**config.mk**
```make
export PLATFORM = sky130hd
export DESIGN_NAME = polygon_plane_clipper
export DESIGN_NICKNAME = d
export VERILOG_FILES = /design/src/pcl_pkg.sv /design/src/polygon_plane_clipper.sv /design/src/pcl_ctrl.sv /design/src/pcl_dp.sv
export SDC_FILE = /design/constraint.sdc
export NUM_CORES = 2
export LEC_CHECK = 0
export BUFFER_PORTS_ARGS = -buffer_cell sky130_fd_sc_hd__clkbuf_2
export CAP_MARGIN = 15
export CORE_MARGIN = 1.5
export CORE_UTILIZATION = 35
export DETAILED_ROUTE_END_ITERATION = 7
export MAX_ROUTING_LAYER = met4
export PLACE_DENSITY_LB_ADDON = 0.05
export SLEW_MARGIN = 10
export SYNTH_ARGS = -nofsm -noshare
export SYNTH_HDL_FRONTEND = slang
export SYNTH_HIERARCHICAL = 1
export SYNTH_SLANG_ARGS = --single-unit
export TNS_END_PERCENT = 5
```
**constraint.sdc**
```tcl
create_clock -name clock -period 26.1 [get_ports clock]
set_input_delay 2.61 -clock clock [delete_from_list [all_inputs] [get_ports clock]]
set_output_delay 2.61 -clock clock [all_outputs]
set_load 0.03 [all_outputs]
```
**src/pcl_pkg.sv**
```systemverilog
// Shared types and constants for the polygon plane clipper.
package pcl_pkg;

   localparam int NORMAL_W   = 16;
   localparam int OFFSET_W   = 32;
   localparam int CSR_ADDR_W = 2;
   localparam int CSR_DATA_W = 32;

   localparam logic [NORMAL_W-1:0] NORMAL_Z_RESET = 16'sd16384;

   typedef enum logic [CSR_ADDR_W-1:0] {
      CSR_NORMAL_X     = 2'd0,
      CSR_NORMAL_Y     = 2'd1,
      CSR_NORMAL_Z     = 2'd2,
      CSR_PLANE_OFFSET = 2'd3
   } csr_index_type;

   typedef enum logic [1:0] {
      OUT_CURRENT,
      OUT_FIRST,
      OUT_INTERSECT,
      OUT_EMPTY
   } out_sel_type;

   typedef struct packed {
      logic        capture;
      logic        dot_step;
      logic [1:0]  coord_idx;
      logic        dist_load;
      logic        edge_sel;
      logic        div_start;
      logic        div_step;
      logic        lerp_mul;
      logic        lerp_add;
      logic        out_load;
      out_sel_type out_sel;
      logic        out_end;
      logic        commit;
   } cmd_type;

   typedef struct packed {
      logic e1_cross;
      logic e1_emit;
      logic e2_cross;
      logic e2_emit;
      logic cur_last;
      logic seen_zero;
      logic out_free;
   } status_type;

endpackage

```
**src/polygon_plane_clipper.sv**
```systemverilog
// Top level of the single-plane polygon clipper.
//
// Vertices arrive on the req_ stream, one transaction per vertex, with tlast on
// the final vertex of each polygon. Clipped vertices leave on the rsp_ stream;
// tuser says whether the transaction carries a vertex, and tlast marks the final
// result of the polygon (an empty polygon gives one marker with tuser low).
// The plane normal and offset are written through the csr_ port while idle.
//
// Each vertex passes the dot product, distance, plan and commit states before
// the next is accepted, plus an emit state for each plain vertex it emits.
// Each intersection point adds COORD_FRAC_BITS ratio bits from a restoring
// divider, one per cycle, then one shared multiplier interpolates x, y and z
// in turn.
//
// Reset clears the plane to z = 1 through the origin and starts a new polygon.
// A stalled receiver holds the output register; the block still accepts the
// next vertex and works on it until it has a result to present.
module polygon_plane_clipper #(
   parameter int COORD_WIDTH      = 32,
   parameter int COORD_FRAC_BITS  = 16,
   parameter int NORMAL_FRAC_BITS = 14
) (
   input  logic                                clock,
   input  logic                                reset,
   input  logic                                req_tvalid,
   output logic                                req_tready,
   // vx, vy, vz from bit 0 up
   input  logic [((3*COORD_WIDTH+7)/8)*8-1:0]  req_tdata,
   input  logic                                req_tlast,
   output logic                                rsp_tvalid,
   input  logic                                rsp_tready,
   // ox, oy, oz from bit 0 up
   output logic [((3*COORD_WIDTH+7)/8)*8-1:0]  rsp_tdata,
   // vertex_valid
   output logic                                rsp_tuser,
   output logic                                rsp_tlast,
   input  logic                                csr_we,
   input  logic [pcl_pkg::CSR_ADDR_W-1:0]      csr_index,
   input  logic [pcl_pkg::CSR_DATA_W-1:0]      csr_wdata
);

   localparam int CW     = COORD_WIDTH;
   localparam int DATA_W = ((3*CW+7)/8)*8;

   pcl_pkg::cmd_type    cmd;
   pcl_pkg::status_type status;
   logic [CW-1:0]       ox, oy, oz;

   pcl_ctrl #(.FRAC(COORD_FRAC_BITS)) u_ctrl (
      .clock      (clock),
      .reset      (reset),
      .req_tvalid (req_tvalid),
      .ready      (req_tready),
      .status     (status),
      .cmd        (cmd)
   );

   pcl_dp #(
      .CW   (CW),
      .FRAC (COORD_FRAC_BITS),
      .NFB  (NORMAL_FRAC_BITS)
   ) u_dp (
      .clock      (clock),
      .reset      (reset),
      .csr_we     (csr_we),
      .csr_index  (csr_index),
      .csr_wdata  (csr_wdata),
      .in_x       (req_tdata[CW-1:0]),
      .in_y       (req_tdata[2*CW-1:CW]),
      .in_z       (req_tdata[3*CW-1:2*CW]),
      .in_last    (req_tlast),
      .cmd        (cmd),
      .status     (status),
      .rsp_tready (rsp_tready),
      .out_valid  (rsp_tvalid),
      .out_x      (ox),
      .out_y      (oy),
      .out_z      (oz),
      .out_vertex (rsp_tuser),
      .out_end    (rsp_tlast)
   );

   assign rsp_tdata = DATA_W'({oz, oy, ox});

   // An empty end marker always closes its polygon.
   a_empty_ends: assert property (@(posedge clock) disable iff (reset)
      rsp_tvalid && !rsp_tuser |-> rsp_tlast)
      else $error("empty marker without end of polygon");

   // An empty end marker carries zero coordinates.
   a_empty_zero: assert property (@(posedge clock) disable iff (reset)
      rsp_tvalid && !rsp_tuser |-> (rsp_tdata == '0))
      else $error("empty marker with nonzero coordinates");

   // The block is busy on the cycle after it takes a vertex.
   a_busy_after_accept: assert property (@(posedge clock) disable iff (reset)
      req_tvalid && req_tready |=> !req_tready)
      else $error("ready right after an accepted vertex");

endmodule

```
**src/pcl_ctrl.sv**
```systemverilog
// Sequencer for distance, edge classification, division and output of one vertex.
module pcl_ctrl #(
   parameter int FRAC = 16
) (
   input  logic                 clock,
   input  logic                 reset,
   input  logic                 req_tvalid,
   output logic                 ready,
   input  pcl_pkg::status_type  status,
   output pcl_pkg::cmd_type     cmd
);

   localparam int CNT_W = $clog2(FRAC + 2);

   typedef enum logic [3:0] {
      ST_IDLE, ST_DOT, ST_DIST, ST_PLAN, ST_NEXT, ST_DIV, ST_DIVSTEP,
      ST_LMUL, ST_LADD, ST_EMIT, ST_COMMIT
   } state_type;

   state_type             state_ff, state_in;
   logic [1:0]            idx_ff, idx_in;
   logic [CNT_W-1:0]      cnt_ff, cnt_in;
   logic [3:0]            todo_ff, todo_in;
   logic                  empty_ff, empty_in;
   logic                  edge_ff, edge_in;
   pcl_pkg::out_sel_type  sel_ff, sel_in;
   logic                  end_ff, end_in;
   logic [3:0]            plan;

   assign ready = (state_ff == ST_IDLE);
   assign plan  = status.seen_zero ? 4'd0 :
                  {status.cur_last & status.e2_emit, status.cur_last & status.e2_cross,
                   status.e1_emit, status.e1_cross};

   always_comb begin
      state_in = state_ff;
      idx_in   = idx_ff;
      cnt_in   = cnt_ff;
      todo_in  = todo_ff;
      empty_in = empty_ff;
      edge_in  = edge_ff;
      sel_in   = sel_ff;
      end_in   = end_ff;
      cmd      = '0;
      cmd.coord_idx = idx_ff;
      cmd.edge_sel  = edge_ff;
      cmd.out_sel   = sel_ff;
      cmd.out_end   = end_ff;
      case (state_ff)
         ST_IDLE: begin
            cmd.capture = req_tvalid;
            if (req_tvalid) begin
               state_in = ST_DOT;
               idx_in   = 2'd0;
            end
         end
         ST_DOT: begin
            cmd.dot_step = 1'b1;
            idx_in = idx_ff + 2'd1;
            if (idx_ff == 2'd2) begin
               state_in = ST_DIST;
            end
         end
         ST_DIST: begin
            cmd.dist_load = 1'b1;
            state_in = ST_PLAN;
         end
         ST_PLAN: begin
            todo_in  = plan;
            empty_in = status.cur_last && (plan == 4'd0);
            state_in = ST_NEXT;
         end
         ST_NEXT: begin
            idx_in = 2'd0;
            if (todo_ff[0]) begin
               todo_in  = {todo_ff[3:1], 1'b0};
               edge_in  = 1'b0;
               sel_in   = pcl_pkg::OUT_INTERSECT;
               state_in = ST_DIV;
            end else if (todo_ff[1]) begin
               todo_in  = {todo_ff[3:2], 2'b00};
               sel_in   = pcl_pkg::OUT_CURRENT;
               state_in = ST_EMIT;
            end else if (todo_ff[2]) begin
               todo_in  = {todo_ff[3], 3'b000};
               edge_in  = 1'b1;
               sel_in   = pcl_pkg::OUT_INTERSECT;
               state_in = ST_DIV;
            end else if (todo_ff[3]) begin
               todo_in  = 4'd0;
               sel_in   = pcl_pkg::OUT_FIRST;
               state_in = ST_EMIT;
            end else if (empty_ff) begin
               empty_in = 1'b0;
               sel_in   = pcl_pkg::OUT_EMPTY;
               state_in = ST_EMIT;
            end else begin
               state_in = ST_COMMIT;
            end
            // The result that leaves nothing behind it closes the polygon.
            end_in = empty_ff || (status.cur_last && (todo_in == 4'd0));
         end
         ST_DIV: begin
            cmd.div_start = 1'b1;
            cnt_in   = '0;
            state_in = ST_DIVSTEP;
         end
         ST_DIVSTEP: begin
            if (cnt_ff == CNT_W'(FRAC)) begin
               state_in = ST_LMUL;
            end else begin
               cmd.div_step = 1'b1;
               cnt_in = cnt_ff + CNT_W'(1);
            end
         end
         ST_LMUL: begin
            cmd.lerp_mul = 1'b1;
            state_in = ST_LADD;
         end
         ST_LADD: begin
            cmd.lerp_add = 1'b1;
            idx_in = idx_ff + 2'd1;
            state_in = (idx_ff == 2'd2) ? ST_EMIT : ST_LMUL;
         end
         ST_EMIT: begin
            if (status.out_free) begin
               cmd.out_load = 1'b1;
               state_in = ST_NEXT;
            end
         end
         ST_COMMIT: begin
            cmd.commit = 1'b1;
            state_in = ST_IDLE;
         end
         default: begin
            state_in = ST_IDLE;
         end
      endcase
   end

   always_ff @(posedge clock) begin
      if (reset) begin
         state_ff <= ST_IDLE;
         idx_ff   <= 2'd0;
         cnt_ff   <= '0;
         todo_ff  <= 4'd0;
         empty_ff <= 1'b0;
         edge_ff  <= 1'b0;
         sel_ff   <= pcl_pkg::OUT_EMPTY;
         end_ff   <= 1'b0;
      end else begin
         state_ff <= state_in;
         idx_ff   <= idx_in;
         cnt_ff   <= cnt_in;
         todo_ff  <= todo_in;
         empty_ff <= empty_in;
         edge_ff  <= edge_in;
         sel_ff   <= sel_in;
         end_ff   <= end_in;
      end
   end

endmodule

```
**src/pcl_dp.sv**
```systemverilog
// Datapath: plane registers, vertex state, distance, divider, interpolation, output register.
module pcl_dp #(
   parameter int CW   = 32,
   parameter int FRAC = 16,
   parameter int NFB  = 14
) (
   input  logic                                  clock,
   input  logic                                  reset,
   input  logic                                  csr_we,
   input  logic [pcl_pkg::CSR_ADDR_W-1:0]        csr_index,
   input  logic [pcl_pkg::CSR_DATA_W-1:0]        csr_wdata,
   input  logic [CW-1:0]                         in_x,
   input  logic [CW-1:0]                         in_y,
   input  logic [CW-1:0]                         in_z,
   input  logic                                  in_last,
   input  pcl_pkg::cmd_type                      cmd,
   output pcl_pkg::status_type                   status,
   input  logic                                  rsp_tready,
   output logic                                  out_valid,
   output logic [CW-1:0]                         out_x,
   output logic [CW-1:0]                         out_y,
   output logic [CW-1:0]                         out_z,
   output logic                                  out_vertex,
   output logic                                  out_end
);

   localparam int NW    = pcl_pkg::NORMAL_W;
   localparam int OW    = pcl_pkg::OFFSET_W;
   localparam int DPW   = CW + NW;
   localparam int ACC_W = CW + NW + 2;
   localparam int DW    = ((ACC_W - NFB > OW) ? ACC_W - NFB : OW) + 1;
   localparam int RW    = DW + 2;
   localparam int TW    = FRAC + 1;
   localparam int PW    = CW + TW + 2;
   localparam logic signed [PW:0] HALF =
      (FRAC > 0) ? ((PW+1)'(1) <<< ((FRAC > 0) ? FRAC - 1 : 0)) : '0;

   logic signed [NW-1:0]    nx_ff, ny_ff, nz_ff;
   logic signed [OW-1:0]    offset_ff;
   logic signed [CW-1:0]    cur_x_ff, cur_y_ff, cur_z_ff;
   logic                    cur_last_ff;
   logic signed [DW-1:0]    cur_d_ff, prev_d_ff, first_d_ff;
   logic signed [CW-1:0]    prev_x_ff, prev_y_ff, prev_z_ff;
   logic signed [CW-1:0]    first_x_ff, first_y_ff, first_z_ff;
   logic [1:0]              seen_ff;
   logic signed [ACC_W-1:0] acc_ff, acc_in;
   logic [RW-1:0]           rem_ff, rem_in;
   logic [DW:0]             den_ff;
   logic [TW-1:0]           q_ff;
   logic signed [PW-1:0]    lprod_ff;
   logic signed [CW-1:0]    ix_ff, iy_ff, iz_ff;
   logic                    valid_ff;

   logic signed [NW-1:0]    nsel;
   logic signed [CW-1:0]    csel;
   logic signed [DPW-1:0]   dprod;
   logic signed [ACC_W-1:0] dshift;
   logic signed [ACC_W:0]   dsum;
   logic signed [DW-1:0]    ds, de;
   logic [DW-1:0]           abs_s, abs_e;
   logic [RW-1:0]           r2;
   logic                    ge;
   logic signed [CW-1:0]    s_c, e_c;
   logic signed [CW:0]      diff;
   logic signed [PW:0]      lsum, lsh, lv;
   logic signed [CW-1:0]    lsat;
   logic                    fits;

   function automatic logic crosses(logic signed [DW-1:0] a, logic signed [DW-1:0] b);
      crosses = (a <= 0) ? (b > 0) : (b < 0);
   endfunction

   // Distance: one normal component times one coordinate per cycle.
   always_comb begin
      case (cmd.coord_idx)
         2'd0:    begin nsel = nx_ff; csel = cur_x_ff; end
         2'd1:    begin nsel = ny_ff; csel = cur_y_ff; end
         default: begin nsel = nz_ff; csel = cur_z_ff; end
      endcase
   end
   assign dprod  = DPW'(nsel) * DPW'(csel);
   assign acc_in = ((cmd.coord_idx == 2'd0) ? ACC_W'(0) : acc_ff) + ACC_W'(dprod);
   assign dshift = acc_ff >>> NFB;
   assign dsum   = (ACC_W+1)'(dshift) - (ACC_W+1)'(offset_ff);

   // Edge operands: start is the previous vertex or, on the closing edge, the current one.
   assign ds    = cmd.edge_sel ? cur_d_ff : prev_d_ff;
   assign de    = cmd.edge_sel ? first_d_ff : cur_d_ff;
   assign abs_s = ds[DW-1] ? DW'(-ds) : DW'(ds);
   assign abs_e = de[DW-1] ? DW'(-de) : DW'(de);
   assign r2    = {rem_ff[RW-2:0], 1'b0};
   assign ge    = (r2 >= RW'(den_ff));
   assign rem_in = ge ? (r2 - RW'(den_ff)) : r2;

   always_comb begin
      case (cmd.coord_idx)
         2'd0: begin
            s_c = cmd.edge_sel ? cur_x_ff : prev_x_ff;
            e_c = cmd.edge_sel ? first_x_ff : cur_x_ff;
         end
         2'd1: begin
            s_c = cmd.edge_sel ? cur_y_ff : prev_y_ff;
            e_c = cmd.edge_sel ? first_y_ff : cur_y_ff;
         end
         default: begin
            s_c = cmd.edge_sel ? cur_z_ff : prev_z_ff;
            e_c = cmd.edge_sel ? first_z_ff : cur_z_ff;
         end
      endcase
   end
   assign diff = (CW+1)'(e_c) - (CW+1)'(s_c);
   assign lsum = (PW+1)'(lprod_ff) + HALF;
   assign lsh  = lsum >>> FRAC;
   assign lv   = lsh + (PW+1)'(s_c);
   assign fits = (lv[PW:CW-1] == '0) || (lv[PW:CW-1] == '1);
   assign lsat = fits ? lv[CW-1:0] :
                 (lv[PW] ? {1'b1, {(CW-1){1'b0}}} : {1'b0, {(CW-1){1'b1}}});

   assign status.e1_cross  = crosses(prev_d_ff, cur_d_ff);
   assign status.e1_emit   = (cur_d_ff <= 0);
   assign status.e2_cross  = crosses(cur_d_ff, first_d_ff);
   assign status.e2_emit   = (first_d_ff <= 0);
   assign status.cur_last  = cur_last_ff;
   assign status.seen_zero = (seen_ff == 2'd0);
   assign status.out_free  = !valid_ff || rsp_tready;
   assign out_valid        = valid_ff;

   always_ff @(posedge clock) begin
      if (reset) begin
         nx_ff     <= '0;
         ny_ff     <= '0;
         nz_ff     <= pcl_pkg::NORMAL_Z_RESET;
         offset_ff <= '0;
      end else if (csr_we) begin
         case (pcl_pkg::csr_index_type'(csr_index))
            pcl_pkg::CSR_NORMAL_X:     nx_ff     <= csr_wdata[NW-1:0];
            pcl_pkg::CSR_NORMAL_Y:     ny_ff     <= csr_wdata[NW-1:0];
            pcl_pkg::CSR_NORMAL_Z:     nz_ff     <= csr_wdata[NW-1:0];
            pcl_pkg::CSR_PLANE_OFFSET: offset_ff <= csr_wdata[OW-1:0];
            default: begin
            end
         endcase
      end
   end

   always_ff @(posedge clock) begin
      if (reset) begin
         seen_ff    <= 2'd0;
         prev_d_ff  <= '0;
         first_d_ff <= '0;
         prev_x_ff  <= '0;
         prev_y_ff  <= '0;
         prev_z_ff  <= '0;
         first_x_ff <= '0;
         first_y_ff <= '0;
         first_z_ff <= '0;
      end else if (cmd.commit) begin
         prev_x_ff <= cur_x_ff;
         prev_y_ff <= cur_y_ff;
         prev_z_ff <= cur_z_ff;
         prev_d_ff <= cur_d_ff;
         if (seen_ff == 2'd0) begin
            first_x_ff <= cur_x_ff;
            first_y_ff <= cur_y_ff;
            first_z_ff <= cur_z_ff;
            first_d_ff <= cur_d_ff;
         end
         seen_ff <= cur_last_ff ? 2'd0 : ((seen_ff == 2'd0) ? 2'd1 : 2'd2);
      end
   end

   always_ff @(posedge clock) begin
      if (cmd.capture) begin
         cur_x_ff    <= in_x;
         cur_y_ff    <= in_y;
         cur_z_ff    <= in_z;
         cur_last_ff <= in_last;
      end
      if (cmd.dot_step) begin
         acc_ff <= acc_in;
      end
      if (cmd.dist_load) begin
         cur_d_ff <= DW'(dsum);
      end
      if (cmd.div_start) begin
         rem_ff <= RW'(abs_s);
         den_ff <= (DW+1)'(abs_s) + (DW+1)'(abs_e);
         q_ff   <= '0;
      end else if (cmd.div_step) begin
         rem_ff <= rem_in;
         q_ff   <= TW'({q_ff, ge});
      end
      if (cmd.lerp_mul) begin
         lprod_ff <= PW'(diff) * PW'($signed({1'b0, q_ff}));
      end
      if (cmd.lerp_add) begin
         case (cmd.coord_idx)
            2'd0:    ix_ff <= lsat;
            2'd1:    iy_ff <= lsat;
            default: iz_ff <= lsat;
         endcase
      end
      if (cmd.out_load) begin
         out_end    <= cmd.out_end;
         out_vertex <= (cmd.out_sel != pcl_pkg::OUT_EMPTY);
         case (cmd.out_sel)
            pcl_pkg::OUT_CURRENT: begin
               out_x <= cur_x_ff; out_y <= cur_y_ff; out_z <= cur_z_ff;
            end
            pcl_pkg::OUT_FIRST: begin
               out_x <= first_x_ff; out_y <= first_y_ff; out_z <= first_z_ff;
            end
            pcl_pkg::OUT_INTERSECT: begin
               out_x <= ix_ff; out_y <= iy_ff; out_z <= iz_ff;
            end
            default: begin
               out_x <= '0; out_y <= '0; out_z <= '0;
            end
         endcase
      end
   end

   always_ff @(posedge clock) begin
      if (reset) begin
         valid_ff <= 1'b0;
      end else if (cmd.out_load) begin
         valid_ff <= 1'b1;
      end else if (rsp_tready) begin
         valid_ff <= 1'b0;
      end
   end

endmodule

```
==> flow_metrics.tcl <==
set metrics [dict create \
    status "completed" \
    arrival_ns 13.34 \
    r2r_start "u_ctrl/idx_ff[0]" \
    worstHoldPathType "reg -> reg" \
    clock_path_buffers 3 \
    cp-startpoint "u_ctrl/idx_ff[0]" \
    synth.avg_cell_area_um2 9.227 \
    path_clk_slew_ns 0.06 \
    syn_nets 11012 \
    first_global_vias 66452 \
    core_mm2 0.2455 \
    dp_hpwl_um 232800 \
    path_buf_inv 6 \
    cts_tree "built" \
    synth_edf_count 489 \
    numCtsBuffers 109 \
    drt_iter0_drc 4854 \
    ys_seq_area_share_pct 25.98 \
    rows 182 \
    yosysWarnings 6 \
    worst_pin_slew_ns 1.188 \
    cts_root_buf "clkbuf_16" \
    maxCapViolations 0 \
    report.final.setup_viol 0 \
    synth_mux_area_share_pct 5.849 \
    grt_pass1_wl_um 449500 \
    n_fill_cell 24847 \
    drive_above_1_share_pct 7.401 \
    die_height_um 499.7 \
    ir_drop_mv 0.06230 \
    reg2reg_to "u_dp/lprod_ff[47]" \
    die_x_um 499.7 \
    synth_area_leaders "fa_1 (25%), edfxtp_1 (17%), dfxtp_1 (9.0%), nand2_1 (6.6%), ha_1 (6.3%)" \
    antenna_found_initial 17 \
    crit_end "u_dp/lprod_ff[47]" \
    fp.dieArea_mm2 0.2497 \
    cp-start-kind "flip-flop" \
    worstPathMaxFanout 44 \
    path_class "reg -> reg" \
    ant_nets 0 \
    via_per_inst 5.181 \
    grt_max_degree 153 \
    synth.largest_area_cell "fa_1" \
    crit_path_top_delay_cell "dfxtp_4" \
    synthDistinctLibCells 103 \
    required_ns 26.60 \
    fin_crit_ns 12.84 \
    dpl_cell_area_mm2 0.09105 \
    finalCritPeriodShare_pct 49.21 \
    routed-via-count 65855 \
    io_pins 236 \
    worstSetupPathDepth 34 \
    ctsResizeCount 0 \
    crit_path_max_incr_delay_ns 0.82 \
    clock-sinks 876 \
    drc 0 \
    syn_inst 9356 \
    r2r_slack_ns 13.26 \
    cp-end-kind "flip-flop" \
    ys_ff_latch 876 \
    hp-start "u_ctrl/end_ff" \
    gp_congestion 0.8979 \
    critPathTopFamily "compound AO/OA/AOI/OAI gates" \
    multi_input_area_mm2 0.05745 \
    setup_tns_ns 0 \
    synth_ff_type "edfxtp_1" \
    slew_violations 0 \
    io_buffers 235 \
    wl_um 302100 \
    grt_overflow 0 \
    hold_viol 0 \
    synth_compound_area_share_pct 10.51 \
    synth_top_area_share_pct 25.14 \
    max_slew_margin_pct 19.94 \
    synthArstFlopShare_pct 0 \
    seqCellArea_mm2 0.02245 \
    globalRouteTotalUtil_pct 24.79 \
    drtPass1Iterations 6 \
    power_density_mw_per_mm2 73.42 \
    power_leakage_uw 0.03992 \
    synth_top_family_by_area "adder cells" \
    ctsHtreeMaxLevel 3 \
    skew_ns 0.1455 \
    area_growth_pct 10.06 \
    clkLatencyLatePin_ns 0.83 \
    start_util_pct 35.17 \
    yosys.area_share.simple_pct 15.07 \
    instances_no_fill 12712 \
    nets 11044 \
    ctsHoldBuffers 0 \
    post_drt_wl_per_cell_um 23.77 \
    synthAdderAreaFrac_pct 31.47 \
    fin_area_mm2 0.09501 \
    syn_area_mm2 0.08633 \
    dp.cells 12497 \
    yosys.area_share.xor_xnor_pct 3.429 \
    final_core_util_pct 38.70 \
    post-cts-setup-buffers 0 \
    reg2reg_depth 34 \
    rsz0062_at_grt "false" \
    max_freq_mhz 77.85 \
    cp_common_cell "fa_1" \
]
==> cell type report <==
type | count | area share (%)
clock inverter | 83 | 1.096
tap | 3220 | 4.240
sequential | 876 | 23.63
timing repair buffer | 386 | 2.468
inverter | 1274 | 5.033
antenna | 7 | 0.01844
clock buffer | 125 | 3.053
multi-input combinational | 6741 | 60.46
==> per-stage QoR <==
stage / hold WS, ns / power, µW / setup slack, ns
3_3_place_gp: 0.4407 / 5337 / 13.50
6_report: 0.4513 / 6976 / 13.26
4_1_cts: 0.4558 / 7039 / 13.20
2_1_floorplan: 0.4297 / 3888 / 15.32
3_5_place_dp: 0.4477 / 5307 / 13.28
5_1_grt: 0.4730 / 7388 / 12.54
==> cells by family after synthesis <==
kind of cell / after synthesis
compound gates: 1482
simple gates: 2923
fa+ha+maj: 1521
mux: 477
buf+inv: 1739
flops: 876
xor+xnor: 338
==> worst min-delay path by stage <==
| stage | endpoint | slack [ns] | cells after the start |
|---|---|---|---|
| floorplan | u_ctrl/edge_ff | 0.43 | 2 |
| global placement | u_dp/ny_ff[1] | 0.44 | 2 |
| detailed placement | u_dp/ny_ff[8] | 0.45 | 2 |
| CTS | u_dp/ny_ff[8] | 0.46 | 2 |
| global route | u_dp/offset_ff[22] | 0.47 | 2 |
| finish | u_dp/out_end | 0.45 | 0 |
==> power by group <==
part / switching (µW) / internal [µW]
Clock: 683 / 975
Sequential: 176 / 1700
Combinational: 2350 / 1090
Total: 3210 / 3760
==> cell usage in the layout, fill, tap and decap left out, types with 36 or more instances in the layout <==
cell and n:
nor3_1 93, o21bai_1 36, mux2i_1 445, a21o_1 166
edfxtp_1 489, and2_1 278, dfxtp_1 382, fa_1 1084
and3_1 39, buf_4 149, xnor2_1 221, nor2b_1 69
ha_1 436, inv_1 1272, xor2_1 116, o21ai_0 327
o21a_1 69, nand3_1 94, a31oi_1 55, clkbuf_2 234
clkbuf_16 111, nand2_1 1528, a21oi_1 534, nor2_1 573
nand2b_1 55
==> state kept, by name (all words and copies together) (netlist names), 36 cells and up <==
register,flops
u_dp/acc_ff,50
u_dp/cur_d_ff,37
u_dp/den_ff,38
u_dp/first_d_ff,37
u_dp/lprod_ff,36
u_dp/prev_d_ff,37
u_dp/rem_ff,38
==> synth_stat cells, types with 22 or more instances <==
cell type  number
nand3_1        94
mux2i_1       446
nand2_1      1529
a21o_1        166
nor2_1        577
xnor2_1       221
o21a_1         69
ha_1          436
buf_2          39
o21bai_1       36
buf_1          34
o21ai_0       346
inv_1        1272
nor2b_1        70
o21ai_1        28
clkbuf_1      377
and3_1         39
a211oi_1       30
o22ai_1        25
a31oi_1        56
fa_1         1084
nor3_1         96
nor4_1         26
o31ai_1        22
dfxtp_1       387
and2_1        280
a21oi_1       539
nand4_1        27
edfxtp_1      489
xor2_1        117
nand2b_1       55
==> worst reg2reg max path, delay by kind of cell, from the launching register on <==
family	cells	cell delay, ns
buffers and inverters	6	1.84
AOI/OAI and AO/OA	15	5.22
xor gates and xnor gates	1	0.11
and+or+nand+nor	3	0.66
DFF	1	0.82
adders and majority gates	8	3.68
muxes	1	0.24
==> metal layers <==
layer  global-route usage, %  part of all wire [%]  vias to the layer above
met5                       -                     0                        -
met4                   5.318                   2.2                        0
met3                   2.301                   4.2                      284
met2                   38.46                    46                     1565
met1                   35.13                    48                    33492
li1                        -                     -                    30514
Power figures use the tool's default switching activity.
